`src/vcc_pkg.sv`:
```
// Package with the shared types and codes of the four channel volume controller.
`timescale 1ns / 1ps

package vcc_pkg;

  localparam int CHANNELS   = 4;
  localparam int GAIN_BITS  = 8;
  localparam int FRAME_BITS = CHANNELS * GAIN_BITS;
  localparam int CFG_BITS   = 8;
  localparam int CFG_IDX_BITS = 2;

  typedef logic [GAIN_BITS-1:0] gain_t;
  typedef logic [CHANNELS-1:0][GAIN_BITS-1:0] gain_vec_t;

  typedef enum logic [2:0] {
    FN_SET         = 3'd0,
    FN_SET_ALL     = 3'd1,
    FN_STEP_UP     = 3'd2,
    FN_STEP_DOWN   = 3'd3,
    FN_MUTE        = 3'd4,
    FN_TOGGLE_MUTE = 3'd5,
    FN_RESTORE     = 3'd6,
    FN_NOP         = 3'd7
  } func_t;

  typedef enum logic [CFG_IDX_BITS-1:0] {
    CFG_HARD_MUTE = 2'd0,
    CFG_MAX_GAIN  = 2'd1,
    CFG_ZERO_CROSS = 2'd2
  } cfg_idx_t;

  // What a lane proposes as the new gain of its channel.
  typedef enum logic [1:0] {
    LK_LOAD = 2'd0,
    LK_UP   = 2'd1,
    LK_DOWN = 2'd2,
    LK_ZERO = 2'd3
  } lane_kind_t;

  typedef struct packed {
    logic over;
    logic changed;
    logic zero;
  } lane_flag_t;

  typedef struct packed {
    logic      frame_valid;
    gain_vec_t frame_word;
    logic      mute_pin;
    logic      muted_now;
    gain_vec_t shown;
  } vcc_result_t;

endpackage

```
`src/vcc_lane.sv`:
```
// One channel lane: proposes the channel's new gain and flags it against the limit.
`timescale 1ns / 1ps

module vcc_lane (
  input  vcc_pkg::lane_kind_t kind,
  input  vcc_pkg::gain_t      cur,
  input  vcc_pkg::gain_t      load,
  input  vcc_pkg::gain_t      step,
  input  vcc_pkg::gain_t      gain_cap,
  output vcc_pkg::gain_t      gain_new,
  output vcc_pkg::lane_flag_t flag
);
  import vcc_pkg::*;

  logic [GAIN_BITS:0] sum;
  gain_t              up_val;
  gain_t              down_val;

  always_comb begin
    sum      = {1'b0, cur} + {1'b0, step};
    up_val   = (sum > {1'b0, gain_cap}) ? gain_cap : sum[GAIN_BITS-1:0];
    down_val = (step > cur) ? '0 : cur - step;
    case (kind)
      LK_LOAD: gain_new = load;
      LK_UP:   gain_new = up_val;
      LK_DOWN: gain_new = down_val;
      LK_ZERO: gain_new = '0;
      default: gain_new = '0;
    endcase
    // A step down from above a lowered limit can still land over it.
    flag.over    = gain_new > gain_cap;
    flag.changed = gain_new != cur;
    flag.zero    = gain_new == '0;
  end

endmodule

```
`src/vcc_ctrl.sv`:
```
// Gain and mute state with the per-channel lanes and the stage that merges their flags.
`timescale 1ns / 1ps

module vcc_ctrl (
  input  logic                 clk,
  input  logic                 rst_n,
  input  logic                 fire,
  input  vcc_pkg::func_t       func,
  input  vcc_pkg::gain_vec_t   gains,
  input  vcc_pkg::gain_t       step,
  input  logic                 hard_mode,
  input  vcc_pkg::gain_t       gain_cap,
  output vcc_pkg::vcc_result_t res
);
  import vcc_pkg::*;

  gain_vec_t  cur_r, cur_nxt;
  gain_vec_t  prev_r, prev_nxt;
  logic       muted_r, muted_nxt;
  logic       pin_r, pin_nxt;

  lane_kind_t kind;
  gain_vec_t  load;
  gain_vec_t  cand;
  lane_flag_t [CHANNELS-1:0] flags;

  logic any_over, any_changed, all_zero;
  logic set_en, restore_en, set_apply;

  always_comb begin
    case (func)
      FN_STEP_UP:     kind = LK_UP;
      FN_STEP_DOWN:   kind = LK_DOWN;
      FN_MUTE:        kind = LK_ZERO;
      FN_TOGGLE_MUTE: kind = LK_ZERO;
      default:        kind = LK_LOAD;
    endcase
    for (int i = 0; i < CHANNELS; i++) begin
      load[i] = (func == FN_SET_ALL) ? gains[0] : gains[i];
    end
  end

  for (genvar g = 0; g < CHANNELS; g++) begin : g_lane
    vcc_lane u_lane (
      .kind     (kind),
      .cur      (cur_r[g]),
      .load     (load[g]),
      .step     (step),
      .gain_cap (gain_cap),
      .gain_new (cand[g]),
      .flag     (flags[g])
    );
  end

  // Merge stage: a set is taken only when no lane went over the limit.
  always_comb begin
    any_over    = 1'b0;
    any_changed = 1'b0;
    all_zero    = 1'b1;
    for (int i = 0; i < CHANNELS; i++) begin
      any_over    = any_over | flags[i].over;
      any_changed = any_changed | flags[i].changed;
      all_zero    = all_zero & flags[i].zero;
    end
  end

  always_comb begin
    set_en     = 1'b0;
    restore_en = 1'b0;
    muted_nxt  = muted_r;
    pin_nxt    = pin_r;
    case (func)
      FN_SET, FN_SET_ALL: begin
        set_en = 1'b1;
      end
      FN_STEP_UP, FN_STEP_DOWN: begin
        set_en    = any_changed;
        muted_nxt = 1'b0;
        if (muted_r && hard_mode) begin
          pin_nxt = 1'b1;
        end
      end
      FN_MUTE: begin
        set_en = !hard_mode;
        if (hard_mode) begin
          pin_nxt = 1'b0;
        end
      end
      FN_TOGGLE_MUTE: begin
        set_en     = !muted_r && !hard_mode;
        restore_en = muted_r && !hard_mode;
        if (hard_mode) begin
          pin_nxt = muted_r;
        end
      end
      FN_RESTORE: begin
        restore_en = 1'b1;
      end
      default: begin
      end
    endcase

    set_apply = set_en && !any_over;
    cur_nxt   = cur_r;
    prev_nxt  = prev_r;
    if (set_apply) begin
      prev_nxt  = cur_r;
      cur_nxt   = cand;
      muted_nxt = !hard_mode && all_zero;
    end else if (restore_en) begin
      prev_nxt = cur_r;
      cur_nxt  = prev_r;
    end
    // Mute and toggle settle the flag last, over what a set would leave.
    if (func == FN_MUTE) begin
      muted_nxt = 1'b1;
    end else if (func == FN_TOGGLE_MUTE) begin
      muted_nxt = !muted_r;
    end

    res.frame_valid = set_apply || restore_en;
    res.frame_word  = set_apply ? cand : (restore_en ? prev_r : '0);
    res.mute_pin    = hard_mode ? pin_nxt : 1'b1;
    res.muted_now   = muted_nxt;
    res.shown       = muted_nxt ? '0 : cur_nxt;
  end

  always_ff @(posedge clk) begin
    if (!rst_n) begin
      cur_r   <= '0;
      prev_r  <= '0;
      muted_r <= 1'b0;
      pin_r   <= 1'b1;
    end else if (fire) begin
      cur_r   <= cur_nxt;
      prev_r  <= prev_nxt;
      muted_r <= muted_nxt;
      pin_r   <= pin_nxt;
    end
  end

endmodule

```
`src/four_channel_volume_controller.sv`:
```
// Top level: configuration registers, input handshake and the registered result beat.
// The result beat of a command is registered and shown in the cycle after the command is taken.
// Throughput: one command per cycle while in_stall is low; the four channel lanes decide in the accept cycle.
// A waiting result holds only while out_stall is high; the input is stalled just then.
// Reset (rst_n low, synchronous) clears all gains and the muted flag, sets the mute
// pin level high and loads the registers with soft mode, limit 255, zero cross high.
`timescale 1ns / 1ps

module four_channel_volume_controller (
  input  logic                          clk,
  input  logic                          rst_n,
  input  logic                          cfg_we,
  input  logic [vcc_pkg::CFG_IDX_BITS-1:0] cfg_index,
  input  logic [vcc_pkg::CFG_BITS-1:0]  cfg_wdata,
  input  logic                          in_valid,
  output logic                          in_stall,
  input  logic [2:0]                    in_func,
  input  logic [7:0]                    in_gain_ch1,
  input  logic [7:0]                    in_gain_ch2,
  input  logic [7:0]                    in_gain_ch3,
  input  logic [7:0]                    in_gain_ch4,
  input  logic [7:0]                    in_step_size,
  output logic                          out_valid,
  input  logic                          out_stall,
  output logic                          out_frame_valid,
  output logic [31:0]                   out_frame_word,
  output logic                          out_mute_pin,
  output logic                          out_muted_now,
  output logic [7:0]                    out_shown_ch1,
  output logic [7:0]                    out_shown_ch2,
  output logic [7:0]                    out_shown_ch3,
  output logic [7:0]                    out_shown_ch4,
  output logic                          out_zero_cross_pin
);
  import vcc_pkg::*;

  logic        hard_r;
  gain_t       max_r;
  logic        zc_r;
  logic        fire;
  logic        out_valid_r, out_valid_nxt;
  vcc_result_t res;
  vcc_result_t res_r;
  logic        zc_out_r;
  gain_vec_t   gains;

  assign fire     = in_valid && !in_stall;
  assign in_stall = out_valid_r && out_stall;
  assign gains    = {in_gain_ch4, in_gain_ch3, in_gain_ch2, in_gain_ch1};

  always_ff @(posedge clk) begin
    if (!rst_n) begin
      hard_r <= 1'b0;
      max_r  <= '1;
      zc_r   <= 1'b1;
    end else if (cfg_we) begin
      case (cfg_index)
        CFG_HARD_MUTE:  hard_r <= cfg_wdata[0];
        CFG_MAX_GAIN:   max_r  <= cfg_wdata[GAIN_BITS-1:0];
        CFG_ZERO_CROSS: zc_r   <= cfg_wdata[0];
        default: begin
        end
      endcase
    end
  end

  vcc_ctrl u_ctrl (
    .clk       (clk),
    .rst_n     (rst_n),
    .fire      (fire),
    .func      (func_t'(in_func)),
    .gains     (gains),
    .step      (in_step_size),
    .hard_mode (hard_r),
    .gain_cap  (max_r),
    .res       (res)
  );

  always_comb begin
    out_valid_nxt = out_valid_r && out_stall;
    if (fire) begin
      out_valid_nxt = 1'b1;
    end
  end

  always_ff @(posedge clk) begin
    if (!rst_n) begin
      out_valid_r <= 1'b0;
    end else begin
      out_valid_r <= out_valid_nxt;
    end
  end

  always_ff @(posedge clk) begin
    if (fire) begin
      res_r    <= res;
      zc_out_r <= zc_r;
    end
  end

  assign out_valid          = out_valid_r;
  assign out_frame_valid    = res_r.frame_valid;
  assign out_frame_word     = res_r.frame_word;
  assign out_mute_pin       = res_r.mute_pin;
  assign out_muted_now      = res_r.muted_now;
  assign out_shown_ch1      = res_r.shown[0];
  assign out_shown_ch2      = res_r.shown[1];
  assign out_shown_ch3      = res_r.shown[2];
  assign out_shown_ch4      = res_r.shown[3];
  assign out_zero_cross_pin = zc_out_r;

endmodule

```
`config.mk`:
```
export PLATFORM = sky130hd
export DESIGN_NAME = four_channel_volume_controller
export DESIGN_NICKNAME = d
export VERILOG_FILES = /design/src/vcc_pkg.sv /design/src/vcc_lane.sv /design/src/vcc_ctrl.sv /design/src/four_channel_volume_controller.sv
export SDC_FILE = /design/constraint.sdc
export NUM_CORES = 1
export LEC_CHECK = 0
export BUFFER_PORTS_ARGS = -buffer_cell sky130_fd_sc_hd__buf_2
export CAP_MARGIN = 0
export CORE_UTILIZATION = 25
export CTS_CLUSTER_DIAMETER = 100
export DETAILED_ROUTE_END_ITERATION = 12
export SETUP_SLACK_MARGIN = 0.2
export SLEW_MARGIN = 20
export SYNTH_ARGS = -nofsm -noshare
export SYNTH_HDL_FRONTEND = slang
export SYNTH_SLANG_ARGS = --single-unit
```
`constraint.sdc`:
```
create_clock -name clk -period 14.04 [get_ports clk]
set_input_delay 1.404 -clock clk [delete_from_list [all_inputs] [get_ports clk]]
set_output_delay 1.404 -clock clk [all_outputs]
set_load 0.02 [all_outputs]
```
== Word-level counts from Yosys, hierarchy flattened ==
Index checks and enable logic that the tools add are counted.
Word-level totals
  register bits: 145
Cells by class
  bitwise operators: 9
  equal/unequal tests: 15
  reduce and logical (&&, ||, !) cells: 27
  mux-type cells: 33
  order comparisons: 12
  add/sub/neg operators: 8
Operators with widths (count)
  32-bit 2-to-1 mux: 6
  8-bit case mux with 4 select lines: 4
  8-bit 2-to-1 mux: 11
  8-bit greater-than comparator: 8
  8-bit by 8-bit adder with 9-bit output: 4
  9-bit by 8-bit greater-than comparator with 1-bit output: 4
  8-bit logical NOT: 4
  8-bit inequality test: 4
  8-bit subtractor: 4
  3-bit equality test, second input constant: 3
  1-bit 2-to-1 mux: 8
  2-bit AND reduction: 4
  1-bit logical AND: 7
  2-bit equality test, second input constant: 3
  3-bit by 2-bit equality test with 1-bit output, second input constant: 2
  1-bit OR: 6
  2-bit case mux with 3 select lines: 1
  2-bit OR reduction: 3
  2-bit by 1-bit equality test with 1-bit output, second input constant: 2
  1-bit logical NOT: 4
  2-bit logical NOT: 2
  1-bit case mux with 4 select lines: 1
  1-bit AND: 3
  3-bit by 1-bit equality test with 1-bit output, second input constant: 1
  5 further kinds: 5

== Logic depth before layout (Yosys ltp) ==
  depth after elaboration: 14
  mapped depth: 32
  gate-level depth less buffers: 30

== By module ==
A second synthesis with hierarchy kept.
Second synthesis, totals
  cells, all modules: 1619
  area, all modules: 14063.5 um^2
Modules (own cells, without submodules)
  vcc_ctrl: cells an instance 543, area each 4458.0 um^2, instances 1
  vcc_lane (u_ctrl.g_lane[0].u_lane ...): cells an instance 232, area each 1721.7 um^2, instances 2
  four_channel_volume_controller: cells an instance 118, area each 2534.9 um^2, instances 1
  vcc_lane (u_ctrl.g_lane[3].u_lane): cells an instance 272, area each 1965.6 um^2, instances 1
  vcc_lane (u_ctrl.g_lane[2].u_lane): cells an instance 222, area each 1661.6 um^2, instances 1

== Worst setup path before layout ==
Ideal clock, no wire load.
  kind: input -> register
  start: in in_step_size[1]
  end: reg u_ctrl.cur_r[10] in the netlist's numbering
  data arrival time: 7394 ps
  cell stages on the path: 29
  setup time: 117 ps
  path slack: 6530 ps
  data required time: 13923 ps
  path through: inv_1 ha_1 nand2b_1 a221oi_1 or4_1 a21oi_1 xnor2_1 ha_1 a21oi_1 nand2_1 or3_1 a211oi_4 mux2i_1 or2_2 ha_1 nor2b_1 o21a_1 o21ai_0 nand2b_1 a21oi_1 o21ai_0 a22oi_1 nand4_1 a31oi_1 o21ai_1 and2_1 clkbuf_1 buf_2 a22o_1
On the way
  cells in the longest elaborated chain, start to end: 11
  elaborated cells on any way between the ends: 46
  those cells by class: add/sub (8); order compare (12); eq/ne (4); mux (14); bitwise (6); reduce/logical (2)
Ends and longest elaborated chain
  from (decl): line four_channel_volume_controller.sv:22  | input logic [7:0] in_step_size,
  8-bit by 8-bit adder with 9-bit output: line vcc_lane.sv:20  | sum = {1'b0, cur} + {1'b0, step};
  9-bit by 8-bit greater-than comparator with 1-bit output: line vcc_lane.sv:21  | up_val = (sum > {1'b0, gain_cap}) ? gain_cap : sum[GAIN_BITS-1:0];
  8-bit 2-to-1 mux: line vcc_lane.sv:21
  8-bit case mux with 4 select lines: line vcc_lane.sv:23  | case (kind)
  8-bit greater-than comparator / 8-bit inequality test (equally long branches): line vcc_lane.sv:31, vcc_lane.sv:32
  1-bit OR (on tied branches) (3 in a row): line vcc_ctrl.sv:61, vcc_ctrl.sv:62
  1-bit logical NOT / 1-bit case mux with 4 select lines (equally long branches): line vcc_ctrl.sv:103, vcc_ctrl.sv:72
  1-bit logical AND: line vcc_ctrl.sv:103  | set_apply = set_en && !any_over;
  32-bit 2-to-1 mux *: line vcc_ctrl.sv:106  | if (set_apply) begin
  to (signal assigned): line vcc_ctrl.sv:135  | cur_r <= cur_nxt;
  to (decl): line vcc_ctrl.sv:17  | gain_vec_t cur_r, cur_nxt;
Every way passes the cells marked *; elsewhere a longest branch is shown, timed or not.
A chain may end at the register's enable or synchronous reset.

== Final worst setup path ==
  start: in in_step_size[1]
  end: reg res_r (netlist bit out_shown_ch1[0]) (data pin)
On the way
  cells in the longest elaborated chain, start to end: 13
  elaborated cells on any way between the ends: 57
  those cells by class: add/sub (8); order compare (12); eq/ne (4); mux (17); bitwise (9); reduce/logical (7)
Ends and longest elaborated chain
  8-bit by 8-bit adder with 9-bit output: line vcc_lane.sv:20
  9-bit by 8-bit greater-than comparator with 1-bit output: line vcc_lane.sv:21
  8-bit 2-to-1 mux: line vcc_lane.sv:21
  8-bit case mux with 4 select lines: line vcc_lane.sv:23
  8-bit greater-than comparator / 8-bit inequality test (equally long branches): line vcc_lane.sv:31, vcc_lane.sv:32
  1-bit OR (on tied branches) (3 in a row): line vcc_ctrl.sv:61, vcc_ctrl.sv:62
  1-bit logical NOT / 1-bit case mux with 4 select lines (equally long branches): line vcc_ctrl.sv:103, vcc_ctrl.sv:72
  1-bit logical AND: line vcc_ctrl.sv:103
  1-bit 2-to-1 mux: line vcc_ctrl.sv:106
  1-bit 2-to-1 mux: line vcc_ctrl.sv:117  | end else if (func == FN_TOGGLE_MUTE) begin
  1-bit 2-to-1 mux: line vcc_ctrl.sv:115  | if (func == FN_MUTE) begin
  to (signal assigned): line four_channel_volume_controller.sv:96  | res_r <= res;
  to (decl): line four_channel_volume_controller.sv:43  | vcc_result_t res_r;
Parallel ways exist; a longest one is shown, timed or not.

==> impl_metrics.env <==
export IMPL_run_status="completed"
export IMPL_fin_cells=2316
export IMPL_async_reset_ff_share_pct=0
export IMPL_layout_drive_gt1_share_pct=14.84
export IMPL_clock_sinks=145
export IMPL_endpoint_kind="flop"
export IMPL_clock_root_buffer="clkbuf_16"
export IMPL_switchingPower_uw=636.5
export IMPL_min_path_type="flop to flop"
export IMPL_cts_resized=0
export IMPL_postLayoutCoreUtil_pct=29.41
export IMPL_vias_per_cell=5.534
export IMPL_max_cap_viol_count=0
export IMPL_drt_iter0_drc=1248
export IMPL_setup_tns_ps=0
export IMPL_cp_slowest_stage_delay_ps=940
export IMPL_p_seq_share_pct=33.3
export IMPL_p_int_uw=944.9
export IMPL_hold_violations=0
export IMPL_coreArea_um2=50580
export IMPL_reg2regPathDepth=25
export IMPL_worstMarginPinSlew_ps=1123
export IMPL_leakage_uw=0.006583
export IMPL_clockBufferDepth=2
export IMPL_r2r_start="u_ctrl.cur_r[8]"
export IMPL_slew_violations=0
export IMPL_switching_share_pct=40.25
export IMPL_critPathArrivalTime_ps=9690
export IMPL_rsz0062_at_grt="no"
export IMPL_placedCellCount=2284
export IMPL_min_path_cells=0
export IMPL_rows=82
export IMPL_num_nets_final=1825
export IMPL_cts_tree="done"
export IMPL_antenna_found_initial=0
export IMPL_overflow=0
export IMPL_vdd_ir_drop_max_v=0.00008900
export IMPL_antenna_left=0
export IMPL_cts_buffers=17
export IMPL_n_antenna_cell=0
export IMPL_htree_levels=4
export IMPL_num_io_pins=128
export IMPL_clock_latency_ps=440
export IMPL_synthToLayoutAreaGrowth_pct=15.11
export IMPL_io_buffers=127
export IMPL_drc=0
export IMPL_slew_limit_headroom_pct=24.93
export IMPL_combPwrFrac_pct=37.5
export IMPL_post_route_period_util_pct=67.99
export IMPL_first_pass_iters=6
export IMPL_track_usage_pct=21.38
export IMPL_avgSynthCellArea_um2=8.369
export IMPL_grt_first_pass_wirelength_um=83070
export IMPL_start_kind="input port"
export IMPL_ff2ff_setup_slack_ps=5450
export IMPL_synth_edff_count=68
export IMPL_gp_congestion=0.9955
export IMPL_criticalPathCategory="input port to flop"
export IMPL_synth_top_area_share_pct=15.80
export IMPL_yosysWarnings=0
export IMPL_ys_seq_elements=145
export IMPL_die_h_um=229.4
export IMPL_hold_path_startpoint="zc_r"
export IMPL_clkTransAtPathRegs_ps=70
export IMPL_initial_utilization_pct=25.55
export IMPL_grt_pass1_vias=12426
export IMPL_wirelength_um=57140
export IMPL_worstPathMaxFanout=45
export IMPL_max_freq_mhz=104.8
export IMPL_synth_common_cells="190 x nand2_1, 128 x ha_1, 100 x a21oi_1, 92 x inv_1, 77 x dfxtp_1"
export IMPL_synth_distinct_cells=81
export IMPL_place_hpwl_um=43340
export IMPL_grt_max_degree=74
export IMPL_p_clk_share_pct=29.3
export IMPL_wl_per_cell_um=24.67
export IMPL_synthCells=1544
export IMPL_p_per_area_nw_per_um2=106.3
export IMPL_finalSetupViolations=0
export IMPL_die_x_um=229.4
export IMPL_dieArea_um2=52600
export IMPL_skew_ps=24.43
export IMPL_synth_area_leader_cell="edfxtp_1"
export IMPL_cts_hold_buf=0
export IMPL_syn_area_um2=12920
export IMPL_cp_slowest_cell="nand2b_2"
export IMPL_r2r_end="out_shown_ch1[0]"
export IMPL_synthFlopType="dfxtp_1"
export IMPL_vias=12817
export IMPL_min_to="out_zero_cross_pin"
export IMPL_yosysMostFrequentCell="nand2_1"
export IMPL_required_ps=14190
export IMPL_synth_nets=1738
export IMPL_period_minus_slack_ps=9546
export IMPL_synthTopCellsByArea="edfxtp_1 16%, ha_1 12%, dfxtp_1 12%, nand2_1 5.5%, a21oi_1 3.9%"
export IMPL_yosysSeqAreaShare_pct=27.73
export IMPL_post_cts_setup_buffer_count=0
cells by family (layout without fill, tap and decap cells):
logic type	Yosys count	in the layout	share of synthesized area (%)
adder cells (fa/ha/maj)	136	136	13.63
flip-flops	145	145	27.73
AO/OA/AOI/OAI	445	445	24.33
multiplexers	49	49	3.844
AND/OR/NAND/NOR	545	545	21.81
buffers and inverters	179	279	5.596
XOR/XNOR	45	45	3.050
worst max-delay path: cells and delay by family:
| family | cells | cell delay (ps) |
|---|---|---|
| xor gates and xnor gates | 1 | 200 |
| adders and majority gates | 3 | 1050 |
| buffers and inverters | 3 | 1260 |
| AOI/OAI and AO/OA | 12 | 2850 |
| and+or+nand+nor | 9 | 2910 |
worst max-delay path by stage:
stage / endpoint / slack, ps / from / depth (start not counted)
3_5_place_dp: out_shown_ch4[6] / 4200 / in_step_size[1] / 28
3_3_place_gp: out_shown_ch3[7] / 4310 / in_step_size[1] / 28
2_1_floorplan: u_ctrl.cur_r[10] / 6530 / in_step_size[1] / 29
6_report: out_shown_ch1[0] / 4490 / in_step_size[1] / 28
4_1_cts: out_shown_ch1[0] / 4620 / in_step_size[1] / 28
5_1_grt: out_shown_ch1[0] / 3860 / in_step_size[1] / 28
cell usage in the layout (no fill, tap or decap), types with 19 or more instances in the layout:
cell type	netlist	layout
nor2_1	75	74
o221ai_1	32	32
a22o_1	35	35
o21a_1	22	22
xnor2_1	31	31
nor2b_1	51	50
dfxtp_1	77	77
o211ai_1	20	20
edfxtp_1	68	68
ha_1	128	128
nand2b_1	24	23
mux2i_1	44	44
o21ai_0	53	53
nor3_2	28	28
buf_2	11	127
a21oi_1	100	100
nand3_1	57	57
inv_1	92	92
a21o_1	19	19
a211oi_1	21	21
buf_4	2	26
nand2_1	190	190
routing by layer:
layer / up-vias / routed length, um / GRT usage (%)
met5: - / 0 / 0
met4: 0 / 3203 / 11.56
met3: 137 / 3487 / 3.399
met2: 550 / 26110 / 34.87
met1: 6243 / 24350 / 26.94
li1: 5887 / - / -
per-stage QoR:
step	setup slack (ps)	cell area, um^2	hold slack, ps	power [uW]
4_1_cts	4625	14880	438.5	1582
5_1_grt	3861	14880	446.2	1656
3_5_place_dp	4202	14290	443.4	1116
6_report	4494	14880	437.3	1581
3_3_place_gp	4306	14260	416.2	1109
2_1_floorplan	6530	12920	408.0	907.8
cell type report:
cell class                      count  area [um^2]
Clock buffer                       17        425.4
Multi-Input combinational cell   1220         8655
Fill cell                        5343        35710
Timing Repair Buffer              154        858.3
Tap cell                          672        840.8
Clock inverter                     15        163.9
Inverter                           93        349.1
Sequential cell                   145         3583
state kept, by name, summed over array words and instances, names as in the netlist, 8 cells and up:
name	flops
max_r	8
out_frame_word	32
out_shown_ch1	8
out_shown_ch2	8
out_shown_ch3	8
out_shown_ch4	8
u_ctrl.cur_r	32
u_ctrl.prev_r	32
power by group through the flow:
| stage | sequential, uW | clock, uW | combinational [uW] |
|---|---|---|---|
| 3_3_place_gp | 535 | 0 | 574 |
| 4_1_cts | 526 | 472 | 585 |
| 5_1_grt | 529 | 489 | 639 |
| 3_5_place_dp | 534 | 0 | 581 |
| 6_report | 526 | 463 | 593 |
| 2_1_floorplan | 547 | 0 | 360 |
No activity file was read; power rests on OpenSTA's default activity.
